**config.mk**
```make
export PLATFORM = sky130hd
export DESIGN_NAME = binary_cosine_top_k_search_unit
export DESIGN_NICKNAME = d
export VERILOG_FILES = /design/src/design/bcts_pkg.sv /design/src/design/bcts_front.sv /design/src/design/bcts_fifo.sv /design/src/design/bcts_back.sv /design/src/design/binary_cosine_top_k_search_unit.sv
export SDC_FILE = /design/constraint.sdc
export NUM_CORES = 2
export LEC_CHECK = 0
export BUFFER_PORTS_ARGS = -buffer_cell sky130_fd_sc_hd__buf_2
export CAP_MARGIN = 30
export CORE_ASPECT_RATIO = 0.8
export CORE_MARGIN = 4
export CORE_UTILIZATION = 32
export CTS_BUF_LIST = sky130_fd_sc_hd__clkbuf_8
export DETAILED_ROUTE_END_ITERATION = 16
export PLACE_DENSITY_LB_ADDON = 0.05
export SLEW_MARGIN = 5
export SYNTH_ARGS = -nofsm -noshare
export SYNTH_HDL_FRONTEND = slang
export SYNTH_SLANG_ARGS = --single-unit
```
**constraint.sdc**
```tcl
create_clock -name clk_i -period 12.23 [get_ports clk_i]
set_input_delay 1.223 -clock clk_i [delete_from_list [all_inputs] [get_ports clk_i]]
set_output_delay 1.223 -clock clk_i [all_outputs]
set_load 0.01 [all_outputs]
```
**src/design/bcts_pkg.sv**
```systemverilog
// Shared constants, types and helpers of the binary cosine top-k search unit.
// No dependencies.
package bcts_pkg;

  localparam int TOP_ENTRIES = 16;
  localparam int INDEX_BITS  = 24;
  localparam int DESC_BITS   = 256;
  localparam int WORD_BITS   = 64;
  localparam int CNT_W       = $clog2(DESC_BITS + 1);   // popcount width
  localparam int PROD_W      = 2 * CNT_W - 1;           // pa*pb <= 2^16
  localparam int SCORE_W     = 17;
  localparam int TGT_W       = PROD_W + 32;             // pand^2 << 32
  localparam int SUM_W       = TGT_W + 3;               // trial square sum
  localparam int CP_W        = SCORE_W + PROD_W;        // c * P
  localparam int RC_W        = 5;
  localparam int KW          = $clog2(TOP_ENTRIES + 1);
  localparam int TW          = (TOP_ENTRIES > 1) ? $clog2(TOP_ENTRIES) : 1;
  localparam int BIT_W       = 5;
  localparam int CFG_AW      = 3;

  // Configuration register indexes
  typedef enum logic [CFG_AW-1:0] {
    CFG_QUERY0 = 3'd0,
    CFG_QUERY1 = 3'd1,
    CFG_QUERY2 = 3'd2,
    CFG_QUERY3 = 3'd3,
    CFG_COUNT  = 3'd4
  } cfg_idx_e;

  // One scored job handed from front to back
  typedef struct packed {
    logic [PROD_W-1:0]     prod;
    logic [TGT_W-1:0]      target;
    logic [INDEX_BITS-1:0] pos;
    logic                  last;
  } job_t;

  // Clamp result_count to 1..TOP_ENTRIES
  function automatic logic [KW-1:0] limit_count(input logic [RC_W-1:0] rc);
    logic [KW-1:0] k;
    if (rc == '0) begin
      k = KW'(1);
    end else if (32'(rc) > 32'(TOP_ENTRIES)) begin
      k = KW'(TOP_ENTRIES);
    end else begin
      k = KW'(rc);
    end
    return k;
  endfunction

endpackage

```
**src/design/bcts_front.sv**
```systemverilog
// Front end: accepts descriptors, counts bits against the query, tags index.
// Depends on bcts_pkg.
module bcts_front (
  input  logic                                 clk_i,
  input  logic                                 rst_ni,
  input  logic [bcts_pkg::DESC_BITS-1:0]       query_i,
  input  logic                                 in_valid_i,
  output logic                                 in_ready_o,
  input  logic [bcts_pkg::DESC_BITS-1:0]       entry_i,
  input  logic                                 last_i,
  output logic                                 job_valid_o,
  input  logic                                 job_ready_i,
  output bcts_pkg::job_t                       job_o
);

  logic                              valid_q;
  logic [bcts_pkg::CNT_W-1:0]        pa_q, pb_q, pand_q;
  logic [bcts_pkg::INDEX_BITS-1:0]   pos_q, ctr_q;
  logic                              last_q;
  logic                              accept;
  logic [2*bcts_pkg::CNT_W-1:0]      prod_full, sq_full;

  assign in_ready_o = !valid_q || job_ready_i;
  assign accept     = in_valid_i && in_ready_o;

  // Count bits and tag the arrival index
  always_ff @(posedge clk_i or negedge rst_ni) begin
    if (!rst_ni) begin
      valid_q <= 1'b0;
      ctr_q   <= '0;
    end else begin
      if (accept) begin
        valid_q <= 1'b1;
        if (last_i) begin
          ctr_q <= '0;
        end else if (ctr_q != '1) begin
          ctr_q <= ctr_q + 1'b1;
        end
      end else if (job_ready_i) begin
        valid_q <= 1'b0;
      end
    end
  end

  always_ff @(posedge clk_i) begin
    if (accept) begin
      pa_q   <= bcts_pkg::CNT_W'($countones(query_i));
      pb_q   <= bcts_pkg::CNT_W'($countones(entry_i));
      pand_q <= bcts_pkg::CNT_W'($countones(query_i & entry_i));
      pos_q  <= ctr_q;
      last_q <= last_i;
    end
  end

  // Form the product and the compare target
  assign prod_full = pa_q * pb_q;
  assign sq_full   = pand_q * pand_q;

  assign job_valid_o   = valid_q;
  assign job_o.prod    = prod_full[bcts_pkg::PROD_W-1:0];
  assign job_o.target  = {sq_full[bcts_pkg::PROD_W-1:0], 32'd0};
  assign job_o.pos     = pos_q;
  assign job_o.last    = last_q;

endmodule

```
**src/design/bcts_fifo.sv**
```systemverilog
// Two-word queue between front and back.
// Depends on bcts_pkg.
module bcts_fifo (
  input  logic           clk_i,
  input  logic           rst_ni,
  input  logic           push_valid_i,
  output logic           push_ready_o,
  input  bcts_pkg::job_t push_data_i,
  output logic           pop_valid_o,
  input  logic           pop_ready_i,
  output bcts_pkg::job_t pop_data_o
);

  bcts_pkg::job_t mem_q [2];
  logic           wptr_q, rptr_q;
  logic [1:0]     cnt_q;
  logic           push, pop;

  assign push_ready_o = (cnt_q != 2'd2);
  assign pop_valid_o  = (cnt_q != 2'd0);
  assign push         = push_valid_i && push_ready_o;
  assign pop          = pop_valid_o && pop_ready_i;
  assign pop_data_o   = mem_q[rptr_q];

  // Advance pointers and count
  always_ff @(posedge clk_i or negedge rst_ni) begin
    if (!rst_ni) begin
      wptr_q <= 1'b0;
      rptr_q <= 1'b0;
      cnt_q  <= 2'd0;
    end else begin
      if (push) wptr_q <= !wptr_q;
      if (pop)  rptr_q <= !rptr_q;
      if (push && !pop) begin
        cnt_q <= cnt_q + 2'd1;
      end else if (pop && !push) begin
        cnt_q <= cnt_q - 2'd1;
      end
    end
  end

  always_ff @(posedge clk_i) begin
    if (push) mem_q[wptr_q] <= push_data_i;
  end

endmodule

```
**src/design/bcts_back.sv**
```systemverilog
// Back end: bit-serial square root search, sorted insert, result emission.
// Depends on bcts_pkg.
module bcts_back (
  input  logic                                 clk_i,
  input  logic                                 rst_ni,
  input  logic [bcts_pkg::RC_W-1:0]            result_count_i,
  input  logic                                 job_valid_i,
  output logic                                 job_ready_o,
  input  bcts_pkg::job_t                       job_i,
  output logic                                 out_valid_o,
  input  logic                                 out_ready_i,
  output logic [bcts_pkg::INDEX_BITS-1:0]      match_index_o,
  output logic [bcts_pkg::SCORE_W-1:0]         match_score_o,
  output logic                                 last_match_o
);

  typedef enum logic [1:0] {
    ST_IDLE,
    ST_ROOT,
    ST_INSERT,
    ST_EMIT
  } state_e;

  localparam int TOP = bcts_pkg::TOP_ENTRIES;
  localparam int KW  = bcts_pkg::KW;
  localparam int TW  = bcts_pkg::TW;

  state_e                            state_q;
  bcts_pkg::job_t                    job_q;
  logic [bcts_pkg::BIT_W-1:0]        bit_q;
  logic [bcts_pkg::SCORE_W-1:0]      c_q;
  logic [bcts_pkg::CP_W-1:0]         cp_q;
  logic [bcts_pkg::SUM_W-1:0]        c2p_q;
  logic [bcts_pkg::SCORE_W-1:0]      score_q [TOP];
  logic [bcts_pkg::INDEX_BITS-1:0]   pos_q   [TOP];
  logic [KW-1:0]                     kept_q;
  logic [TW-1:0]                     ei_q;
  logic                              out_valid_q;
  logic [bcts_pkg::INDEX_BITS-1:0]   out_index_q;
  logic [bcts_pkg::SCORE_W-1:0]      out_score_q;
  logic                              out_last_q;

  logic [bcts_pkg::SUM_W-1:0]        trial;
  logic                              fits;
  logic [bcts_pkg::SCORE_W-1:0]      sc;
  logic [KW-1:0]                     k, km1, nn, n_emit, kept_d;
  logic                              full, reject;
  logic [TOP-1:0]                    keep;
  logic [bcts_pkg::SCORE_W-1:0]      score_d [TOP];
  logic [bcts_pkg::INDEX_BITS-1:0]   pos_d   [TOP];
  logic                              slot_free, emit_last;

  assign job_ready_o = (state_q == ST_IDLE);

  // Trial square times product, built from running sums
  assign trial = c2p_q
               + (bcts_pkg::SUM_W'(cp_q) << (bit_q + 1'b1))
               + (bcts_pkg::SUM_W'(job_q.prod) << {bit_q, 1'b0});
  assign fits  = (trial <= bcts_pkg::SUM_W'(job_q.target));

  // Sorted insert into the kept table
  assign sc   = (job_q.prod == '0) ? '0 : c_q;
  assign k    = bcts_pkg::limit_count(result_count_i);
  assign km1  = k - 1'b1;
  assign full = (kept_q >= k);
  assign reject = full && (sc <= score_q[km1[TW-1:0]]);
  assign nn   = full ? km1 : kept_q;
  assign kept_d = reject ? k : nn + 1'b1;

  always_comb begin
    for (int i = 0; i < TOP; i++) begin
      keep[i] = (KW'(i) < nn) && (score_q[i] >= sc);
    end
    score_d[0] = score_q[0];
    pos_d[0]   = pos_q[0];
    if (!keep[0]) begin
      score_d[0] = sc;
      pos_d[0]   = job_q.pos;
    end
    for (int i = 1; i < TOP; i++) begin
      score_d[i] = score_q[i];
      pos_d[i]   = pos_q[i];
      if (!(KW'(i) > nn) && !keep[i]) begin
        if (keep[i-1]) begin
          score_d[i] = sc;
          pos_d[i]   = job_q.pos;
        end else begin
          score_d[i] = score_q[i-1];
          pos_d[i]   = pos_q[i-1];
        end
      end
    end
  end

  // Emission bookkeeping
  assign n_emit    = (kept_q < k) ? kept_q : k;
  assign emit_last = ((KW'(ei_q) + 1'b1) == n_emit);
  assign slot_free = !out_valid_q || out_ready_i;

  // Sequencer with registered output slot
  always_ff @(posedge clk_i or negedge rst_ni) begin
    if (!rst_ni) begin
      state_q     <= ST_IDLE;
      kept_q      <= '0;
      out_valid_q <= 1'b0;
      bit_q       <= '0;
      ei_q        <= '0;
    end else begin
      if (state_q == ST_EMIT && slot_free) begin
        out_valid_q <= 1'b1;
      end else if (out_ready_i) begin
        out_valid_q <= 1'b0;
      end
      unique case (state_q)
        ST_IDLE: begin
          if (job_valid_i) begin
            bit_q   <= bcts_pkg::BIT_W'(bcts_pkg::SCORE_W - 1);
            state_q <= ST_ROOT;
          end
        end
        ST_ROOT: begin
          if (bit_q == '0) state_q <= ST_INSERT;
          else             bit_q   <= bit_q - 1'b1;
        end
        ST_INSERT: begin
          kept_q <= kept_d;
          ei_q   <= '0;
          state_q <= job_q.last ? ST_EMIT : ST_IDLE;
        end
        ST_EMIT: begin
          if (slot_free) begin
            if (emit_last) begin
              kept_q  <= '0;
              state_q <= ST_IDLE;
            end else begin
              ei_q <= ei_q + 1'b1;
            end
          end
        end
        default: state_q <= ST_IDLE;
      endcase
    end
  end

  // Payload registers
  always_ff @(posedge clk_i) begin
    if (state_q == ST_IDLE && job_valid_i) begin
      job_q <= job_i;
      c_q   <= '0;
      cp_q  <= '0;
      c2p_q <= '0;
    end
    if (state_q == ST_ROOT && fits) begin
      c_q   <= c_q | (bcts_pkg::SCORE_W'(1) << bit_q);
      c2p_q <= trial;
      cp_q  <= cp_q + (bcts_pkg::CP_W'(job_q.prod) << bit_q);
    end
    if (state_q == ST_INSERT && !reject) begin
      for (int i = 0; i < TOP; i++) begin
        score_q[i] <= score_d[i];
        pos_q[i]   <= pos_d[i];
      end
    end
    if (state_q == ST_EMIT && slot_free) begin
      out_index_q <= pos_q[ei_q];
      out_score_q <= score_q[ei_q];
      out_last_q  <= emit_last;
    end
  end

  assign out_valid_o   = out_valid_q;
  assign match_index_o = out_index_q;
  assign match_score_o = out_score_q;
  assign last_match_o  = out_last_q;

endmodule

```
**src/design/binary_cosine_top_k_search_unit.sv**
```systemverilog
// Top level of the binary cosine top-k search unit: config registers, front,
// queue and back. Depends on bcts_pkg, bcts_front, bcts_fifo, bcts_back.
//
//  channel   direction  handshake             payload
//  cfg       in         cfg_we_i              cfg_addr_i, cfg_wdata_i
//  entry     in         in_valid_i/in_ready_o entry_word0..3_i, last_entry_i
//  match     out        out_valid_o/out_ready_i match_index_o, match_score_o,
//                                             last_match_o
//
// Each entry passes through the back end as a load, the bit-serial square
// root (one score bit per cycle) and the sorted insert.
// A last entry then emits the reported matches, best first, via the output slot.
// The front and a two-word queue accept entries while the back is busy.
// Reset clears control state and the kept table count; no clearing pass.
module binary_cosine_top_k_search_unit (
  input  logic                                 clk_i,
  input  logic                                 rst_ni,
  input  logic                                 cfg_we_i,
  input  logic [bcts_pkg::CFG_AW-1:0]          cfg_addr_i,
  input  logic [bcts_pkg::WORD_BITS-1:0]       cfg_wdata_i,
  input  logic                                 in_valid_i,
  output logic                                 in_ready_o,
  input  logic [bcts_pkg::WORD_BITS-1:0]       entry_word0_i,
  input  logic [bcts_pkg::WORD_BITS-1:0]       entry_word1_i,
  input  logic [bcts_pkg::WORD_BITS-1:0]       entry_word2_i,
  input  logic [bcts_pkg::WORD_BITS-1:0]       entry_word3_i,
  input  logic                                 last_entry_i,
  output logic                                 out_valid_o,
  input  logic                                 out_ready_i,
  output logic [bcts_pkg::INDEX_BITS-1:0]      match_index_o,
  output logic [bcts_pkg::SCORE_W-1:0]         match_score_o,
  output logic                                 last_match_o
);

  logic [bcts_pkg::WORD_BITS-1:0] query_q [4];
  logic [bcts_pkg::RC_W-1:0]      rc_q;
  logic                           job_valid, job_ready, q_valid, q_ready;
  bcts_pkg::job_t                 job, q_job;

  // Decode configuration writes
  always_ff @(posedge clk_i or negedge rst_ni) begin
    if (!rst_ni) begin
      for (int i = 0; i < 4; i++) query_q[i] <= '0;
      rc_q <= bcts_pkg::RC_W'(16);
    end else if (cfg_we_i) begin
      case (bcts_pkg::cfg_idx_e'(cfg_addr_i))
        bcts_pkg::CFG_QUERY0: query_q[0] <= cfg_wdata_i;
        bcts_pkg::CFG_QUERY1: query_q[1] <= cfg_wdata_i;
        bcts_pkg::CFG_QUERY2: query_q[2] <= cfg_wdata_i;
        bcts_pkg::CFG_QUERY3: query_q[3] <= cfg_wdata_i;
        bcts_pkg::CFG_COUNT:  rc_q <= cfg_wdata_i[bcts_pkg::RC_W-1:0];
        default: ;
      endcase
    end
  end

  bcts_front u_front (
    .clk_i       (clk_i),
    .rst_ni      (rst_ni),
    .query_i     ({query_q[3], query_q[2], query_q[1], query_q[0]}),
    .in_valid_i  (in_valid_i),
    .in_ready_o  (in_ready_o),
    .entry_i     ({entry_word3_i, entry_word2_i, entry_word1_i, entry_word0_i}),
    .last_i      (last_entry_i),
    .job_valid_o (job_valid),
    .job_ready_i (job_ready),
    .job_o       (job)
  );

  bcts_fifo u_fifo (
    .clk_i        (clk_i),
    .rst_ni       (rst_ni),
    .push_valid_i (job_valid),
    .push_ready_o (job_ready),
    .push_data_i  (job),
    .pop_valid_o  (q_valid),
    .pop_ready_i  (q_ready),
    .pop_data_o   (q_job)
  );

  bcts_back u_back (
    .clk_i          (clk_i),
    .rst_ni         (rst_ni),
    .result_count_i (rc_q),
    .job_valid_i    (q_valid),
    .job_ready_o    (q_ready),
    .job_i          (q_job),
    .out_valid_o    (out_valid_o),
    .out_ready_i    (out_ready_i),
    .match_index_o  (match_index_o),
    .match_score_o  (match_score_o),
    .last_match_o   (last_match_o)
  );

endmodule

```
==> results.json <==
{
  "drt-initial-drc-count": 6618,
  "drt_wl_total_um": 424700,
  "filler_cell_count": 33540,
  "critPathArrivalTime_ns": 10.65,
  "fin_setup_tns_ns": 0,
  "crit_slowest_cell": "sky130_fd_sc_hd__mux4_2",
  "regToRegSetupSlack_ns": 2.19,
  "core_area_mm2": 0.3391,
  "fin_cells": 14420,
  "tritoncts": "built",
  "critPathMaxStageDelay_ns": 0.61,
  "cts_buffers": 276,
  "place_inst": 13920,
  "placed_wire_length_estimate_um": 326000,
  "setup.worst_path.class": "register to register",
  "initial_core_util": 0.3219,
  "yosys.cell_types.count": 104,
  "postSynth.asyncResetShare": 0.2301,
  "critPathMaxFanout": 49,
  "rsz0062_at_grt": "no",
  "critPathCaptureType": "register",
  "layout.cells.most_common_list": "sky130_fd_sc_hd__inv_1, sky130_fd_sc_hd__edfxtp_1, sky130_fd_sc_hd__mux2_2, sky130_fd_sc_hd__ha_1, sky130_fd_sc_hd__fa_1",
  "cts_post_setup_buffers_inserted": 0,
  "detailedRoute.firstPassIterationCount": 6,
  "hold_violations": 0,
  "timing.critical_path.from_type": "register",
  "finalWeightedCongestion": 0.9159,
  "grt_first_pass_wirelength_um": 600400,
  "number_of_antenna_violations_at_the_first_check_in_global_routing": 82,
  "ys.flop_type": "sky130_fd_sc_hd__edfxtp_1",
  "fp.dieW_um": 661.0,
  "count_of_warnings_emitted_by_yosys": 0,
  "regToRegStartpoint": "u_back.bit_q[0]",
  "worst_r2r_endpoint": "u_back.cp_q[22]",
  "die_h_um": 530.4,
  "post_synth.cell_area_avg_um2": 11.85,
  "areaGrowthSynthToFinish_pct": 11.77,
  "finalSetupViolations": 0,
  "post_route_cells_drive_above_1_share": 0.2145,
  "layout.core_utilization": 0.3597,
  "worst_skew_pair.late_latency_ns": 0.99,
  "drtAntennaViolNets": 0,
  "nets": 11860,
  "mostFrequentLayoutCell": "sky130_fd_sc_hd__inv_1",
  "min_delay_worst_type": "input port to asynchronous set/reset pin",
  "detail_route.drc_violations": 0,
  "cp_data_required_time_ns": 12.84,
  "grt_max_degree": 136,
  "skew_ns": 0.08790,
  "achievable-frequency_mhz": 99.58,
  "buffer_ports.inserted": 372,
  "num_rows": 191,
  "worst_max_slew_margin_expressed_relative_to_the_limit": 0.2923,
  "final_max_slew_viol_count": 0,
  "share_of_the_clock_period_used_by_the_worst_path": 0.8211,
  "run_status": "finished, final reports clean",
  "tightest_slew_ns": 1.054,
  "final.hold.worst_slack_ns": 0.2675,
  "clock_tree.htree_level_count": 5,
  "ys_seq_area_frac": 0.3530,
  "clk_pin_slew_ns": 0.06,
  "synth_edf_count": 1027,
  "layout_min_cycle_time_ns": 10.04,
  "global_route.overflow_total": 0,
  "vias_in_the_first_global_route": 77750,
  "maxCapViolCount": 0,
  "clock_path_buffers": 4,
  "post_dr_wirelength_cell_um": 29.45,
  "grtUsageTotal": 0.2406,
  "ctsHoldBuffers": 0,
  "via_count": 74220,
  "post_synth_inst_count": 9207,
  "pin_count": 373,
  "cts-root-buf": "sky130_fd_sc_hd__clkbuf_8",
  "postSynthRegisterBits": 1334,
  "tritoncts_num_sinks": 1334,
  "dieArea_mm2": 0.3505,
  "syn-cell-area_mm2": 0.1091,
  "cts_resized": 0,
  "worst-r2r-cell-count": 34,
  "via_per_inst": 5.146
}
## metal layers
metal,GRT usage,wire length (um),part of all wire
met2,0.3657,185300,0.44
met1,0.3566,203700,0.48
met5,0,69,0.00016
met3,0.03965,25410,0.060
met4,0.05590,10240,0.024
## critical path: cells and delay by family (launching register included)
| kind | cells | cell delay [ns] |
|---|---|---|
| and+or+nand+nor | 12 | 2.82 |
| AOI/OAI and AO/OA | 11 | 2.70 |
| buffers and inverters | 5 | 1.45 |
| adders and majority gates | 3 | 1.09 |
| muxes | 2 | 0.91 |
| DFF | 1 | 0.43 |
| xor gates and xnor gates | 1 | 0.21 |
## layout make-up
| cell class | count | area, um2 | share of cell area |
|---|---|---|---|
| clock buffer | 297 | 4088 | 0.03351 |
| timing repair buffer | 511 | 3117 | 0.02555 |
| sequential | 1334 | 38540 | 0.3159 |
| clock inverter | 182 | 893.4 | 0.007323 |
| inverter | 1642 | 6167 | 0.05056 |
| multi-input combinational | 5899 | 63450 | 0.5201 |
| tap | 4535 | 5674 | 0.04651 |
| antenna | 23 | 57.56 | 0.0004718 |
## per-stage QoR
stage                     area [um2]  setup slack, ns
after detailed placement      116900            2.301
after floorplan               109200            1.052
after CTS                     121900            2.189
after global placement        116800            2.336
final                         122000            2.188
after global routing          122000            1.471
## worst max path at each step
stage,from,end,slack [ns],depth (start not counted)
floorplan,u_back.bit_q[0],u_back.c2p_q[0],1.05,42
global placement,u_back.bit_q[1],u_back.cp_q[21],2.34,36
detailed placement,u_back.bit_q[1],u_back.cp_q[21],2.30,36
CTS,u_back.bit_q[1],u_back.cp_q[22],2.19,36
global route,u_back.bit_q[0],u_back.cp_q[22],1.47,34
finish,u_back.bit_q[0],u_back.cp_q[22],2.19,34
## synth_stat cells (17+ instances only)
cell / n / area share
sky130_fd_sc_hd__and3_1: 34 / 0.0019
sky130_fd_sc_hd__o21bai_1: 24 / 0.0017
sky130_fd_sc_hd__nand2_1: 369 / 0.013
sky130_fd_sc_hd__dfrtp_1: 306 / 0.070
sky130_fd_sc_hd__nand3_1: 78 / 0.0036
sky130_fd_sc_hd__nor3_1: 46 / 0.0021
sky130_fd_sc_hd__nor2b_1: 58 / 0.0033
sky130_fd_sc_hd__nand2b_1: 46 / 0.0026
sky130_fd_sc_hd__inv_1: 1635 / 0.056
sky130_fd_sc_hd__mux2i_1: 202 / 0.019
sky130_fd_sc_hd__o211ai_1: 17 / 0.0012
sky130_fd_sc_hd__nor2_1: 301 / 0.010
sky130_fd_sc_hd__mux4_2: 190 / 0.039
sky130_fd_sc_hd__o21ai_0: 275 / 0.013
sky130_fd_sc_hd__ha_1: 958 / 0.11
sky130_fd_sc_hd__buf_2: 54 / 0.0025
sky130_fd_sc_hd__clkbuf_1: 224 / 0.0077
sky130_fd_sc_hd__a21boi_0: 23 / 0.0016
sky130_fd_sc_hd__a21oi_1: 261 / 0.012
sky130_fd_sc_hd__edfxtp_1: 1027 / 0.28
sky130_fd_sc_hd__a211oi_1: 24 / 0.0017
sky130_fd_sc_hd__fa_1: 910 / 0.17
sky130_fd_sc_hd__o22ai_1: 20 / 0.0011
sky130_fd_sc_hd__o21a_1: 94 / 0.0065
sky130_fd_sc_hd__a31oi_1: 26 / 0.0015
sky130_fd_sc_hd__a21o_1: 95 / 0.0065
sky130_fd_sc_hd__xnor2_1: 93 / 0.0075
sky130_fd_sc_hd__a22oi_1: 59 / 0.0041
sky130_fd_sc_hd__buf_1: 38 / 0.0013
sky130_fd_sc_hd__a221oi_1: 44 / 0.0035
sky130_fd_sc_hd__and2_1: 345 / 0.020
sky130_fd_sc_hd__nand4_1: 59 / 0.0034
sky130_fd_sc_hd__mux2_2: 961 / 0.099
sky130_fd_sc_hd__xor2_1: 53 / 0.0043
## state kept, by name, summed over array words and instances (netlist names), 17 cells and up
| signal | cells |
|---|---|
| u_back.cp_q | 34 |
| u_back.pos_q | 384 |
| u_back.job_q | 58 |
| query_q | 256 |
| u_back.score_q | 272 |
| u_fifo.mem_q | 116 |
| u_back.match_score_o | 17 |
| u_front.pos_q | 24 |
| u_back.match_index_o | 24 |
| u_front.ctr_q | 24 |
| u_back.c2p_q | 52 |
| u_back.c_q | 17 |
## kinds of logic (layout without fill, tap and decap cells)
| kind of cell | after synthesis | in the layout | share of synthesized area |
|---|---|---|---|
| compound gates | 1105 | 1105 | 0.06599 |
| xor+xnor | 146 | 146 | 0.01172 |
| fa+ha+maj | 1868 | 1868 | 0.2767 |
| buf+inv | 1976 | 2632 | 0.06944 |
| flops | 1334 | 1334 | 0.3530 |
| mux | 1354 | 1354 | 0.1570 |
| other cells | 1 | 26 | 0.00003436 |
| simple gates | 1423 | 1423 | 0.06616 |
Power is left out: the tool's default activity adds up to more than one toggle a clock period on the data nets, which glitch-free logic cannot reach.
